===== src/rtl/rcpb_pkg.sv =====
// Package for the random cycle permutation builder.
// Holds the sequencer state type, request types, register indexes and
// reset constants, and the xorshift step. No dependencies.
`default_nettype none
package rcpb_pkg;

  localparam int unsigned CountW = 11;
  localparam int unsigned SeedW  = 64;
  localparam int unsigned IdxW   = 10;

  localparam logic [CountW-1:0] CountReset = 11'd1024;
  localparam logic [SeedW-1:0]  SeedReset  = 64'd2305843008139952128;

  typedef enum logic {
    REG_ENTRY_COUNT = 1'b0,
    REG_PRNG_SEED   = 1'b1
  } reg_idx_e;

  typedef enum logic {
    REQ_BUILD  = 1'b0,
    REQ_LOOKUP = 1'b1
  } req_type_e;

  typedef enum logic [3:0] {
    S_IDLE,
    S_INIT,
    S_GEN,
    S_MOD,
    S_RD_A,
    S_RD_B,
    S_WR_A,
    S_WR_B,
    S_LNK_RD,
    S_LNK_WR,
    S_LNK_END,
    S_LRESP
  } state_e;

  function automatic logic [SeedW-1:0] xorshift(input logic [SeedW-1:0] s);
    logic [SeedW-1:0] t;
    t = s ^ (s << 13);
    t = t ^ (t >> 15);
    t = t ^ (t << 5);
    return t;
  endfunction

endpackage
`default_nettype wire


===== src/rtl/rcpb_mod_unit.sv =====
// Bit-serial remainder unit: 64-bit dividend modulo a narrow divisor.
// One dividend bit per cycle. Depends on rcpb_pkg.
`default_nettype none
module rcpb_mod_unit #(
  parameter int unsigned DivW = 11
) (
  input  wire logic                          clk_i,
  input  wire logic                          rst_ni,
  input  wire logic                          start_i,
  input  wire logic [rcpb_pkg::SeedW-1:0]    dividend_i,
  input  wire logic [DivW-1:0]               divisor_i,
  output logic                               done_o,
  output logic      [DivW-1:0]               rem_o
);

  localparam int unsigned CntW = $clog2(rcpb_pkg::SeedW);

  logic                       busy_q, busy_d;
  logic                       done_q, done_d;
  logic [CntW-1:0]            cnt_q, cnt_d;
  logic [rcpb_pkg::SeedW-1:0] div_q, div_d;
  logic [DivW-1:0]            dsr_q, dsr_d;
  logic [DivW-1:0]            rem_q, rem_d;
  logic [DivW:0]              trial;

  always_comb begin
    busy_d = busy_q;
    done_d = 1'b0;
    cnt_d  = cnt_q;
    div_d  = div_q;
    dsr_d  = dsr_q;
    rem_d  = rem_q;
    trial  = {rem_q, div_q[rcpb_pkg::SeedW-1]};
    if (start_i) begin
      busy_d = 1'b1;
      cnt_d  = '0;
      div_d  = dividend_i;
      dsr_d  = divisor_i;
      rem_d  = '0;
    end else if (busy_q) begin
      if (trial >= {1'b0, dsr_q}) begin
        trial = trial - {1'b0, dsr_q};
      end
      rem_d = trial[DivW-1:0];
      div_d = div_q << 1;
      cnt_d = cnt_q + 1'b1;
      if (cnt_q == {CntW{1'b1}}) begin
        busy_d = 1'b0;
        done_d = 1'b1;
      end
    end
  end

  always_ff @(posedge clk_i or negedge rst_ni) begin
    if (!rst_ni) begin
      busy_q <= 1'b0;
      done_q <= 1'b0;
      cnt_q  <= '0;
    end else begin
      busy_q <= busy_d;
      done_q <= done_d;
      cnt_q  <= cnt_d;
    end
  end

  always_ff @(posedge clk_i) begin
    div_q <= div_d;
    dsr_q <= dsr_d;
    rem_q <= rem_d;
  end

  assign done_o = done_q;
  assign rem_o  = rem_q;

endmodule
`default_nettype wire


===== config.mk =====
export PLATFORM = sky130hd
export DESIGN_NAME = rcpb_mod_unit
export DESIGN_NICKNAME = d
export VERILOG_FILES = /design/src/rtl/rcpb_pkg.sv /design/src/rtl/rcpb_mod_unit.sv
export SDC_FILE = /design/constraint.sdc
export NUM_CORES = 1
export LEC_CHECK = 0
export ABC_CLOCK_PERIOD_IN_PS = 3600
export BUFFER_PORTS_ARGS = -buffer_cell sky130_fd_sc_hd__buf_4
export CAP_MARGIN = 20
export CORE_MARGIN = 2
export CORE_UTILIZATION = 55
export CTS_CLUSTER_SIZE = 24
export DETAILED_ROUTE_END_ITERATION = 8
export GPL_ROUTABILITY_DRIVEN = 0
export MAX_ROUTING_LAYER = met4
export PLACE_DENSITY = 0.86
export SYNTH_ARGS = -nofsm -noshare
export SYNTH_HDL_FRONTEND = slang
export SYNTH_SLANG_ARGS = --single-unit

===== constraint.sdc =====
create_clock -name clk_i -period 3.6 [get_ports clk_i]
set_input_delay 0.54 -clock clk_i [delete_from_list [all_inputs] [get_ports clk_i]]
set_output_delay 0.54 -clock clk_i [all_outputs]
set_load 0.02 [all_outputs]

======== Word level (Yosys, flattened, before mapping) ========
Index checks and enable logic that the tools add are counted.
word-level totals
  flip-flop bits (word level) ............. 94
  latch bits .............................. 0
  memory bits (writable) .................. 0
  memory bits (read-only) ................. 0
  bits of input ports ..................... 78
  output and inout bits ................... 12
  logic and storage cells ................. 22
  memories kept ........................... 0
operators by class
  $add $sub $neg .......................... 2
  $mul .................................... 0
  div/mod/pow operators ................... 0
  magnitude comparators ................... 1
  equal/unequal tests ..................... 1
  shift operators ......................... 0
  multiplexer cells ....................... 11
  bitwise logic cells ..................... 0
  reduce and logical (&&, ||, !) cells .... 1
operators by type and width
  kind                                                            count
  64-bit two-way mux                                              2
  12-bit by 11-bit greater-or-equal comparator with 1-bit output  1
  6-bit two-way mux                                               2
  11-bit two-way mux                                              1
  11-bit subtractor                                               1
  6-bit by 1-bit adder with 6-bit output, second input constant   1
  6-bit == test, second input constant                            1
  1-bit two-way mux                                               6
  2-bit nonzero test                                              1

======== Logic depth before layout (Yosys ltp) ========
Gate-level depths: netlist (run 1).
  depth after elaboration ................. 4
  mapped depth ............................ 10

======== Worst setup path before layout (run 1) ========
OpenSTA, ideal clock, no wires.
  path kind ............................... reg2reg
  start ................................... register busy_q
  end ..................................... register div_q[0] (netlist name) (enable)
  library setup time ...................... 0.418 ns
  data arrival time ....................... 2.141 ns
  required time ........................... 3.182 ns
  path slack .............................. 1.041 ns
  cell stages (with the launch flop) ...... 5
  path buffers ............................ 2
  period minus slack after synthesis ...... 2.559 ns
  cell sequence ........................... dfrtp_1 clkbuf_1 nor2_1 clkbuf_1 inv_1
on the way
  cells in the longest elaborated chain, start to end .. 1
ends and longest elaborated chain
  what                          line                 source
  from (decl)                   rcpb_mod_unit.sv:18  logic busy_q, busy_d;
  from (signal assigned)        rcpb_mod_unit.sv:60  busy_q <= busy_d;
  2-bit nonzero test (no line)  -
  to (signal assigned)          rcpb_mod_unit.sv:67  div_q <= div_d;
  to (decl)                     rcpb_mod_unit.sv:21  logic [rcpb_pkg::SeedW-1:0] div_q, div_d;
Every way passes these cells.
A chain may end at the register's enable or synchronous reset.

======== Worst setup path after layout (run 1) ========
  start ................................... register div_q[63] (netlist name)
  end ..................................... register rem_q[3] (netlist: rem_o[3])
on the way
  cells in the longest elaborated chain, start to end .. 2
ends and longest elaborated chain
  what                                                                                                        line                                      source
  11-bit subtractor / 12-bit by 11-bit greater-or-equal comparator with 1-bit output (equally long branches)  rcpb_mod_unit.sv:42, rcpb_mod_unit.sv:41
  11-bit two-way mux *                                                                                        rcpb_mod_unit.sv:41                       if (trial >= {1'b0, dsr_q}) begin
  to (signal assigned)                                                                                        rcpb_mod_unit.sv:69                       rem_q <= rem_d;
  to (decl)                                                                                                   rcpb_mod_unit.sv:23                       logic [DivW-1:0] rem_q, rem_d;
Every way passes the cells marked *; elsewhere a longest branch is shown, timed or not.

==> results.md, run 1 <==
Yosys:
- The biggest area contributor in the post-synthesis netlist is sky130_fd_sc_hd__edfxtp_1.
- The post-synth net total is 408.
- The proportion of netlist area held by the largest area contributor is 0.512.
- The sequential element share of the synthesized area is 0.608.
- The synthesized design contains between 90 and 100 register bits.
- After synthesis, the cell types taking the most area are sky130_fd_sc_hd__edfxtp_1 (51%), sky130_fd_sc_hd__mux2_2 (17%), sky130_fd_sc_hd__dfxtp_1 (5.0%).
- Synthesis produced between 300 and 400 cells.
- A synthesized cell averages roughly 14 um2.
- The synthesized cell area is 4400 um2.
- For this run, the number of Yosys warnings is 0.
- The unique cell type count in the Yosys netlist is 44.

Critical path:
- STA classifies the critical path endpoint as a register.
- The startpoint of the most critical setup path is div_q[63]$_DFFE_PP_.
- The reg-to-reg critical path endpoint is rem_o[3]$_SDFFE_PP0P_.
- The path type of the worst setup path is register to register.
- Counting cells, the worst reg-to-reg path comes to 9.
- The worst-path maximum fanout is 8.
- The launch instance of the worst register-to-register path is div_q[63]$_DFFE_PP_.
- The arrival time at the worst endpoint is 2860 ps.
- The type of origin of the critical path is a register.
- For flop-to-flop paths, the worst setup slack is 990 ps.
- At the worst endpoint, the required time is 3850 ps.

Route:
- The detail route stage leaves a number of antenna-violating nets equal to 0.
- For this block, the routed nets add up to 8260 um of wire.
- After detailed routing, the average wire length per cell comes to 16.0 um.
- The first detailed-routing pass took 4 iterations.
- After detailed routing, the number of vias per cell comes to 5.57.
- The via count of the routed design is 2872.
- After detailed routing, the number of remaining DRC violations is 0.
- The first routing iteration left 98 violations.

Global routing:
- The first global-routing pass estimated 13300 um of wire.
- Across every metal layer, demand over resource in global routing totals 0.203.
- Global routing finished with a remaining overflow of 0.
- The pin count of the biggest net entering global routing is 65.
- The initial antenna violation count was 0.
- The number of global-route vias before repair is approximately 2900.

Clocking:
- The clock latency on the worst-skew pair is 360 ps.
- Clock tree synthesis found a total of 94 sinks.
- The clock passes through at most 2 buffers.
- The clock transition at the register clock pins on the worst setup and hold paths after CTS is 90 ps.
- The number of clock buffers inserted by TritonCTS is 9.
- The post-CTS setup buffer count is 0.
- The CTS tree is built.
- The tree is rooted in a sky130_fd_sc_hd__clkbuf_8.
- The H-tree was split into 3 levels.

Power:
- For this design the static power due to leakage is 2.21 nW.
- In this run the power density over the cells is between 500 and 600 nW/um2.
- The completed layout was analyzed and its total power is 2.94 mW.
- Across the VDD grid, the largest voltage drop is 0.248 mV.

Layout:
- The net count of the finished layout is 500.
- Leaving out fill and tap cells, the most frequent cell in the layout is sky130_fd_sc_hd__buf_4.
- The total area of sequential cells is between 2000 and 3000 um2.
- The filler cell count is 562.
- The repair_antennas step left the layout with diodes totalling 0.
- The count of cells in the finished layout, fillers not included, comes to 516.
- In the final layout, the share of cells above drive strength 1 is 0.428.
- The final non-filler cell area is 5330 um2.
- The total area of multi-input combinational cells is approximately 1600 um2.
- The library cells used most frequently in the layout, excluding fill and tap cells, are sky130_fd_sc_hd__buf_4 (91), sky130_fd_sc_hd__edfxtp_1 (75), sky130_fd_sc_hd__mux2_2 (65).
- The synthesis-to-layout area growth is 21.3%.

Placement:
- Once detailed placement completed, the half-perimeter wirelength came to approximately 5900 um.
- The placed cell area is 5160 um2.
- Input and output buffers added on the ports amount to 89.
- The total placed cells including tap cells is 499.

Hold path:
- The startpoint of the lowest-slack hold path is divisor_i[3].
- The number of cells traversed by the worst hold path is 1.
- The path with the worst hold slack has its endpoint at dsr_q[3]$_DFFE_PP_.
- The classification of the worst-slack hold path is input port to register.

STA:
- The number of endpoints failing setup at the final stage is 0.
- Static timing analysis puts the maximum clock frequency at 383 MHz.
- The count of final max-slew check failures is 0.
- For the finished layout, the period the worst path requires is 2610 ps.
- The final period utilization is 0.725.
- Setup total negative slack on the finished layout was measured at 0 ps.
- The worst hold slack across all endpoints is 349 ps.
- For the pin with the worst max-slew slack, the measured transition is 810 ps.
- The worst clock skew on the final layout is 8.78 ps.
- Setup repair after global routing left no endpoint under its margin.
- The final-report hold violation count is 0.
- The worst pin sits at a relative slew slack of 0.458.

Floorplan:
- Pin placement for this block handled 90 I/O pins.
- The placement row count is 32.
- Measured along the y axis, the die boundary spans 93.4 um.
- The floorplan step defined a die boundary enclosing 8730 um2.
- The initial utilization of the core area, before any placement, comes to 0.569.
- The core box area is 7730 um2.
- Measured along the x axis, the die boundary spans ~93 um.

Status:
- The flow ran to the end, and the final reports show no timing, DRC or antenna violations.

Flow run:
- The count of maximum capacitance violations is 0.
metrics by stage:
| stage | util | setup WS, ps |
|---|---|---|
| floorplan | - | 1040 |
| global placement | 0.668 | 1080 |
| detailed placement | 0.668 | 1010 |
| CTS | 0.690 | 992 |
| global route | 0.690 | 867 |
| finish | 0.690 | 989 |
worst max-delay path by stage:
stage,endpoint,slack [ps],depth (start not counted)
floorplan,div_q[0]$_SDFFCE_PN0P_,1040,4
global placement,rem_o[4]$_SDFFE_PP0P_,1080,9
CTS,rem_o[3]$_SDFFE_PP0P_,990,9
detailed placement,rem_o[3]$_SDFFE_PP0P_,1010,9
finish,rem_o[3]$_SDFFE_PP0P_,990,9
global route,rem_o[3]$_SDFFE_PP0P_,870,9
routing by layer:
| metal | GRT usage | part of all wire | vias up |
|---|---|---|---|
| met2 | 0.314 | 0.48 | 102 |
| met1 | 0.249 | 0.42 | 1369 |
| met5 | - | 0 | - |
| met4 | 0.104 | 0.027 | 0 |
| met3 | 0.0516 | 0.070 | 24 |
| li1 | - | - | 1377 |
critical path, stage by stage, from the launching register on:
cell and delay, ps:
sky130_fd_sc_hd__edfxtp_1 350, sky130_fd_sc_hd__inv_1 50, sky130_fd_sc_hd__ha_1 220, sky130_fd_sc_hd__fa_1 400, sky130_fd_sc_hd__nand2b_2 210, sky130_fd_sc_hd__o2bb2ai_2 140, sky130_fd_sc_hd__a211o_1 360, sky130_fd_sc_hd__nand2_1 220
sky130_fd_sc_hd__mux2_2 360, sky130_fd_sc_hd__a22o_1 190
where the power goes:
part | switching [mW] | total [mW] | internal [mW] | leakage (nW)
registers | 0.0916 | 1.42 | 1.32 | 0.982
clock network | 0.362 | 0.607 | 0.245 | 0.0801
logic | 0.469 | 0.919 | 0.450 | 1.15
total | 0.923 | 2.94 | 2.02 | 2.21
layout make-up:
type                    instances  area share
flip-flops and latches         94       0.501
multi-input cells             196       0.303
repair buffers                 92       0.130
well taps                     102      0.0239
clock buffers                   9      0.0232
inverters                      16      0.0113
clock inverters                 7     0.00774
sequential cells by signal, indices dropped and copies added, names as in the netlist:
name	count
busy_q	1
rem_o	11
cnt_q	6
div_q	64
done_o	1
dsr_q	11
cell families (layout without fill, tap and decap cells):
group,after synthesis,after routing,synth area share
xor gates and xnor gates,8,8,0.0159
buffers and inverters,27,124,0.0248
adders and majority gates,13,13,0.0387
and+or+nand+nor,57,57,0.0646
muxes,67,67,0.171
DFF,94,94,0.608
AOI/OAI and AO/OA,51,51,0.0771
timing repair:
item / CTS / global route
hold buffers: 1 / 0
hold endpoints to repair: 8 / 0
resized for setup: 0 / 0
Yosys cell counts (all sizes together):
library cell  count
a21oi            14
o221a             1
nand3             1
dfrtp             8
inv              16
o2bb2ai           1
xor2              4
clkbuf           10
o31a              1
nand2            13
xnor2             4
a211oi            3
a41oi             1
nand2b            3
buf               1
mux2             65
dfxtp            11
mux2i             2
o22ai             1
o2111a            1
fa                1
nor2             20
ha               12
nand4b            2
edfxtp           75
o21a              4
and3              1
o21ai            15
a32o              1
or3b              1
a211o             1
and2              2
nor3              5
a22o              3
o31ai             1
or3               3
nand4             4
o211ai            1
nor2b             2
a21o              2
(Power assumes the default switching activity.)
==> run 2: changes to the inputs <==
ABC_CLOCK_PERIOD_IN_PS = 2240   (was 3600)
CORE_UTILIZATION = 49   (was 55)
PLACE_DENSITY = 0.81   (was 0.86)
clock period = 2.24 ns   (was 3.6 ns; I/O delays follow)
==> results.md, run 2 (synthesis gave the netlist of run 1 again) <==
Global routing:
- The first-pass GRT wire length is 14000 um (+5.5%).
- The global-route total usage across every layer came to 0.188 (-0.0154).
- The number of global-route vias before repair is 3016 (+2.3%).
- The pin count of the biggest net entering global routing came to 51 (-22%).
- The aggregate global routing overflow was 0 (unchanged).
- The initial antenna violation count is 0 (unchanged).

STA:
- The achievable frequency is 433 MHz (+13%).
- The worst clock skew on the final layout came to 14.3 ps (+5.55 ps).
- The measured slew at the worst slew-check pin was 664 ps (-145 ps).
- The count of final max-slew check failures is 0 (unchanged).
- The final period utilization is 1.03 (+0.306).
- The worst max-slew margin expressed relative to the limit is 0.557 (+0.0990).
- The worst hold slack across all endpoints is 150 ps (-199 ps).
- The number of endpoints failing setup at the final stage is 4 (+4).
- Setup repair after global routing could not meet its margin everywhere.
- The post-route setup TNS is -163 ps (-163 ps).
- The setup slack of the critical path after layout is -70.4 ps (-1060 ps).
- The time the final worst path needs with I/O delays and setup is 2310 ps (-301 ps).
- The final-report hold violation count is 0 (unchanged).

Critical path:
- The slowest cell on the critical path is sky130_fd_sc_hd__edfxtp_1.
- The required time of the critical path is 2520 ps (-1330 ps).
- STA classifies the critical path endpoint as a register.
- The worst reg2reg path depth is 9 (unchanged).
- The combined buffer and inverter count along the critical path is 1 (unchanged).
- The kind of cell adding the most delay to the critical path is simple AND/OR/NAND/NOR gates.
- The path type of the worst setup path is register to register.
- The worst-path maximum fanout is 3 (-5).
- The arrival time at the worst endpoint was 2590 ps (-270 ps).
- Traced cell by cell, the critical path runs through inv_1 > ha_2 > fa_2 > nand2b_4 > o2bb2ai_2 > a211o_1 > and2_4 > or3b_1 > a211oi_2.
- The worst stage delay on the critical path is 380 ps (-20 ps).
- The minimum setup slack among reg-to-reg paths is -70 ps (-1060 ps).
- The endpoint identified for the worst register-to-register timing path is rem_o[6]$_SDFFE_PP0P_.
- The type of origin of the critical path is a register.
- The startpoint identified for the worst register-to-register timing path is div_q[63]$_DFFE_PP_.

Clocking:
- The cell at the root of the clock tree is sky130_fd_sc_hd__clkbuf_8.
- TritonCTS built the clock tree.
- The clock transition at the register clock pins on the worst setup and hold paths after CTS is 100 ps (about the same).
- The maximum buffer depth of the clock tree is 2 (unchanged).
- The number of clock buffers inserted by TritonCTS is 9 (unchanged).
- The number of sinks on the clock net is 94 (unchanged).
- The H-tree depth reported by CTS came to 3 (unchanged).
- The clock latency on the worst-skew pair was 350 ps (about the same).

Power:
- The leakage component of the power is 2.33 nW (+5.4%).
- The power density relative to cell area is 950 nW/um2 (+72%).
- The total power consumption of the routed design is 5.33 mW (+81%).
- The maximum vdd drop is 0.489 mV (+97%).

Route:
- The initial DRC count is 114 (+16%).
- The routed wire length is 8770 um (+6.1%).
- The number of remaining DRC errors is 0 (unchanged).
- The routed wirelength normalized by instance count was 16.2 um (+1.4%).
- The first-pass iteration count of the detailed router is 4 (unchanged).
- The antenna violation net count after detailed routing came to 0 (unchanged).
- The mean number of vias per cell is 5.40 (-2.9%).
- The via count of the routed design is 2917 (+1.6%).

Layout:
- The post-layout instance count excluding filler cells was 540 (+4.7%).
- The register with the most flip-flops is div_q.
- The antenna diode count is 0 (unchanged).
- The count of nets after finishing came to 518 (+3.6%).
- The total area of sequential cells was 2670 um2 (about the same).
- The area growth from synthesis to layout is 27.5%.
- The number of flip-flops in the largest register came to 64 (unchanged).
- The fraction of final layout cells sized beyond drive strength 1 is 0.481 (+0.0539).
- The most common cell after layout, fill and taps aside is sky130_fd_sc_hd__buf_4.
- Leaving out fill and tap cells, the most frequent cells in the layout are sky130_fd_sc_hd__buf_4 (108), sky130_fd_sc_hd__edfxtp_1 (75), sky130_fd_sc_hd__mux2_2 (63).
- The filler cell count was 648 (+15%).
- The total area of multi-input combinational cells came to 1690 um2 (+4.4%).

Hold path:
- The worst hold path belongs to the class input port to register.
- The endpoint of the worst hold path is dsr_q[3]$_DFFE_PP_.
- The number of cells traversed by the worst hold path was 1 (unchanged).
- In this run the most critical hold path is launched from divisor_i[3].

Flow run:
- The count of maximum capacitance violations is 0 (unchanged).

Floorplan:
- The core box area is 8720 um2 (+13%).
- The placement row count was 34 (+6.3%).
- The starting utilization of the core area is 0.504 (-0.0648).
- The top-level port count is 90 (unchanged).
- The area of the die is 9750 um2 (+12%).
- The floorplan die height is 98.7 um (+5.7%).
- The die width is 98.7 um (+5.7%).

Status:
- The checks that failed: negative setup slack.
- The run finished, with violations left.

Placement:
- The total placed cells including tap cells was 521 (+4.4%).
- The post-detailed-placement half-perimeter wirelength was 6110 um (+4.0%).
- The number of I/O port buffers is 89 (unchanged).
==> run 2: how the worst max path moves through the flow <==
stage | cells past startpoint | to | start
after global routing | 9 | rem_o[6]$_SDFFE_PP0P_ | div_q[63]$_DFFE_PP_
after global placement | 9 | rem_o[3]$_SDFFE_PP0P_ | div_q[63]$_DFFE_PP_
after floorplan | 10 | rem_o[6]$_SDFFE_PP0P_ | div_q[63]$_DFFE_PP_
final | 9 | rem_o[6]$_SDFFE_PP0P_ | div_q[63]$_DFFE_PP_
after detailed placement | 9 | rem_o[4]$_SDFFE_PP0P_ | div_q[63]$_DFFE_PP_
after CTS | 8 | rem_o[6]$_SDFFE_PP0P_ | dsr_q[0]$_DFFE_PP_
==> run 2: what timing repair did <==
| action | 4_1_cts | 5_1_grt |
|---|---|---|
| endpoints found under the setup margin | 6 | 11 |
| hold endpoints to repair | 8 | 0 |
| hold buffers | 1 | 0 |
| setup buffers | 1 | 1 |
| gates resized for setup | 4 | 14 |
| pin swaps | 4 | 9 |
==> run 2: area by class of cell <==
type,count,share of cell area
Sequential cell,94,0.477
Multi-Input combinational cell,196,0.301
Timing Repair Buffer,110,0.148
Tap cell,108,0.0241
Clock inverter,5,0.0150
Clock buffer,11,0.0234
Inverter,16,0.0114
==> run 2: through the flow <==
| stage | util | setup WS, ps | cell area, um2 |
|---|---|---|---|
| floorplan | - | -169 | 4410 |
| global placement | 0.608 | -22.5 | 5300 |
| detailed placement | 0.608 | -79.3 | 5300 |
| CTS | 0.636 | -67.7 | 5550 |
| global route | 0.643 | -175 | 5610 |
| finish | 0.643 | -70.4 | 5610 |
==> run 2: routing by layer <==
layer | GRT usage | vias up | share of wire
met1 | 0.241 | 1401 | 0.43
met3 | 0.0418 | 14 | 0.056
li1 | - | 1403 | -
met2 | 0.298 | 99 | 0.49
met4 | 0.0643 | 0 | 0.017
met5 | - | - | 0
==> run 2: power by group <==
part           switching, mW  internal, mW
Clock                  0.603         0.635
Combinational          0.872         0.942
Sequential             0.146          2.13
==> run 2: worst reg2reg max path: cells and delay by family (launching register included) <==
family	cells	cell delay [ps]
DFF	1	380
buffers and inverters	1	50
adders and majority gates	2	530
and+or+nand+nor	3	670
AOI/OAI and AO/OA	3	590
==> run 3: changes to the inputs <==
ABC_AREA = 1   (was unset)
CORE_UTILIZATION = 50   (was 49)
PLACE_DENSITY = 0.82   (was 0.81)
==> results.md, run 3 <==
Layout:
- The library cells used most frequently in the layout, excluding fill and tap cells, are sky130_fd_sc_hd__nand2_1 (265), sky130_fd_sc_hd__buf_4 (95), sky130_fd_sc_hd__edfxtp_1 (75).
- Leaving out fill and tap cells, the most frequent cell in the layout is sky130_fd_sc_hd__nand2_1.
- The synthesis-to-layout area growth is 20.9%.
- The final standard cell utilization of the core is 0.618 (-0.0253).
- The register with the most flip-flops is div_q.
- The fraction of final layout cells sized beyond drive strength 1 is 0.213 (-0.269).
- The antenna diode count came to 0 (unchanged).
- The number of flip-flops in the largest register is 64 (unchanged).
- The count of nets after finishing is 721 (+39%).

Flow run:
- The count of maximum capacitance violations came to 0 (unchanged).

STA:
- The worst max-slew margin expressed relative to the limit was 0.597 (+0.0400).
- The count of final max-slew check failures was 0 (unchanged).
- The time the final worst path needs with I/O delays and setup is 2100 ps (-206 ps).
- The post-route setup TNS came to 0 ps (+163 ps).
- The setup slack of the critical path after layout is 136 ps (+206 ps).
- The worst clock skew on the final layout is 17.3 ps (+2.93 ps).
- The number of endpoints failing setup at the final stage was 0 (-4).
- The achievable frequency is 475 MHz (+9.8%).
- Setup repair after global routing left no endpoint under its margin.
- The final period utilization is 0.939 (-0.0920).
- The final-report hold violation count is 0 (unchanged).
- The measured slew at the worst slew-check pin was 604 ps (-60.1 ps).

Critical path:
- The path type of the worst setup path is register to register.
- The kind of capture point of the worst setup path is a register.
- The type of origin of the critical path is a register.
- The arrival time at the worst endpoint is 2340 ps (-250 ps).
- The worst-path maximum fanout is 11 (+8).
- The required time of the critical path is 2470 ps (-50 ps).

Clocking:
- The H-tree depth reported by CTS is 3 (unchanged).
- The quantity of gates resized following cts is 0 (-4).
- The cell at the root of the clock tree is sky130_fd_sc_hd__clkbuf_8.
- The number of sinks on the clock net is 94 (unchanged).
- The maximum buffer depth of the clock tree is 2 (unchanged).
- The clock transition at the register clock pins on the worst setup and hold paths after CTS is 100 ps (about the same).
- The clock latency on the worst-skew pair came to 370 ps (+20 ps).
- The CTS tree is built.
- The post-CTS setup buffer count is 0 (-1).
- The number of clock buffers inserted by TritonCTS is 9 (unchanged).

Yosys:
- The number of flops mapped to enable cells by yosys is 75 (unchanged).
- The primary flip-flop cell chosen by synthesis mapping is sky130_fd_sc_hd__edfxtp_1.
- The proportion of netlist area held by the largest area contributor came to 0.480 (-0.0326).
- The post-synth net total is 633 (+55%).
- The average cell area after synthesis is 8.66 um2 (-38%).
- By area the synthesized netlist is led by sky130_fd_sc_hd__edfxtp_1 (48%), sky130_fd_sc_hd__nand2_1 (21%), sky130_fd_sc_hd__dfxtp_1 (4.7%).
- The sequential element share of the synthesized area came to 0.569 (-0.0387).
- The yosys synthesis warning count is 0 (unchanged).
- The number of synthesized register bits is 94 (unchanged).
- The commonest cells after synthesis are sky130_fd_sc_hd__nand2_1 (265), sky130_fd_sc_hd__edfxtp_1 (75), sky130_fd_sc_hd__inv_1 (56).
- The unique cell type count in the Yosys netlist was 28 (-36%).
- The gate count after technology mapping is 542 (+71%).
- The most frequent cell after synthesis is sky130_fd_sc_hd__nand2_1.
- The fraction of registers with async set or reset after synthesis is 0.0851 (unchanged).
- The synthesized cell area came to 4700 um2 (+6.8%).
- The biggest area contributor in the post-synthesis netlist is sky130_fd_sc_hd__edfxtp_1.

Placement:
- The number of I/O port buffers is 89 (unchanged).
- The pre-CTS setup slack came to 179 ps (+258 ps).
- The post-detailed-placement half-perimeter wirelength is 6560 um (+7.4%).

Floorplan:
- The core box area is 9200 um2 (+5.5%).
- The starting utilization of the core area came to 0.511 (+0.00645).
- The top-level port count is 90 (unchanged).
- The placement row count is 35 (+2.9%).
- The floorplan die height is 101 um (+2.2%).
- The die width is 101 um (+2.2%).
- The area of the die is 10200 um2 (+4.5%).

Global routing:
- The aggregate global routing overflow is 0 (unchanged).
- The first-pass GRT wire length is 15700 um (+12%).
- The pin count of the biggest net entering global routing is 71 (+39%).
- The global-route total usage across every layer is 0.200 (+0.0123).
- The number of global-route vias before repair is 3591 (+19%).
- The initial antenna violation count was 0 (unchanged).

Power:
- The maximum vdd drop is 0.348 mV (-29%).
- The leakage component of the power is 2.89 nW (+24%).
- The power density relative to cell area was 925 nW/um2 (-2.6%).

Route:
- The antenna violation net count after detailed routing is 0 (unchanged).
- The number of remaining DRC errors is 0 (unchanged).
- The first-pass iteration count of the detailed router is 4 (unchanged).
- The mean number of vias per cell is 4.96 (-8.1%).
- The length of routed wiring on met1 came to 4390 um (+16%).
- The initial DRC count is 155 (+36%).
- The highest metal layer carrying signal wires in the routed design is met4.
- The met3 wire length is 471 um (-4.7%).
- The via count of the routed design is 3703 (+27%).
- The routed wire length is 9350 um (+6.6%).
- The detailed route wirelength on metal2 is 4330 um (-0.14%).
- The routed wirelength normalized by instance count is 12.5 um (-23%).

Hold path:
- The classification of the worst-slack hold path is input port to register.

Status:
- The run finished with clean final reports.
[run 3: cell types whose count changed in the layout (fill, tap and decap cells not counted), sizes merged, moves of 7 or more]
cell / change
nand3: +28
buf: -13
nand4: +10
a21oi: -7
nand2: +259
inv: +43
mux2: -65
[run 3: area by class of cell]
class,instances,area [um2]
well taps,111,139
fillers,795,3520
clock buffers,10,138
inverters,59,225
repair buffers,97,743
clock inverters,6,68.8
multi-input cells,369,1690
flip-flops and latches,94,2670
[run 3: repair_timing]
| action | CTS | global route |
|---|---|---|
| hold buffers | 1 | 0 |
| endpoints found under the hold margin | 8 | 0 |
| endpoints found under the setup margin | 0 | 0 |
[run 3: power by group]
| part | total [mW] | switching [mW] | internal (mW) |
|---|---|---|---|
| combinational | 1.84 | 1.10 | 0.734 |
| sequential | 2.26 | 0.144 | 2.11 |
| clock | 1.16 | 0.608 | 0.552 |
[run 3: cells by family (layout without fill, tap and decap cells)]
family	Yosys count	in the layout	synth area share
xor+xnor	3	3	0.00560
flops	94	94	0.569
compound gates	17	17	0.0205
fa+ha+maj	13	13	0.0362
simple gates	336	336	0.298
buf+inv	79	172	0.0709
[run 3: final timing paths]
path / slack [ps] / endpoint / cells past startpoint / startpoint
max in group asynchronous: 1780 / cnt_q[5]$_DFFE_PN0P_ / 2 / rst_ni
max: 140 / rem_o[0]$_SDFFE_PP0P_ / 12 / dsr_q[0]$_DFFE_PP_
min reg2reg: 500 / cnt_q[4]$_DFFE_PN0P_ / 1 / cnt_q[4]$_DFFE_PN0P_
min in group asynchronous: 340 / cnt_q[3]$_DFFE_PN0P_ / 2 / rst_ni
max reg2reg: 140 / rem_o[0]$_SDFFE_PP0P_ / 12 / dsr_q[0]$_DFFE_PP_
min: 140 / dsr_q[2]$_DFFE_PP_ / 1 / divisor_i[2]
[run 3: worst max-delay path, stage by stage, from the launching register on]
cell                       delay, ps
sky130_fd_sc_hd__edfxtp_1        400
sky130_fd_sc_hd__ha_1            230
sky130_fd_sc_hd__fa_1            410
sky130_fd_sc_hd__inv_1           110
sky130_fd_sc_hd__nand2_1          60
sky130_fd_sc_hd__nand2_1         100
sky130_fd_sc_hd__nand2_2          60
sky130_fd_sc_hd__nand2_1          80
sky130_fd_sc_hd__nand2_2          60
sky130_fd_sc_hd__nand3_2         220
sky130_fd_sc_hd__nand2_1          90
sky130_fd_sc_hd__nand3_1          80
sky130_fd_sc_hd__o21ai_0          80
[run 3: per-layer routing]
metal  vias to the layer above  GRT usage
met5                         -          -
met4                         0     0.0644
met3                        16     0.0298
met2                       113      0.312
met1                      1678      0.271
li1                       1896          -
[run 3: metrics by stage]
step                instances  area (um2)  hold slack [ps]  power [mW]
floorplan                 542        4700             40.4        3.61
global placement          729        5460              156        4.04
detailed placement        729        5460              162        4.11
CTS                       746        5680              130        5.27
global route              746        5680              128        5.59
finish                    746        5680              137        5.26
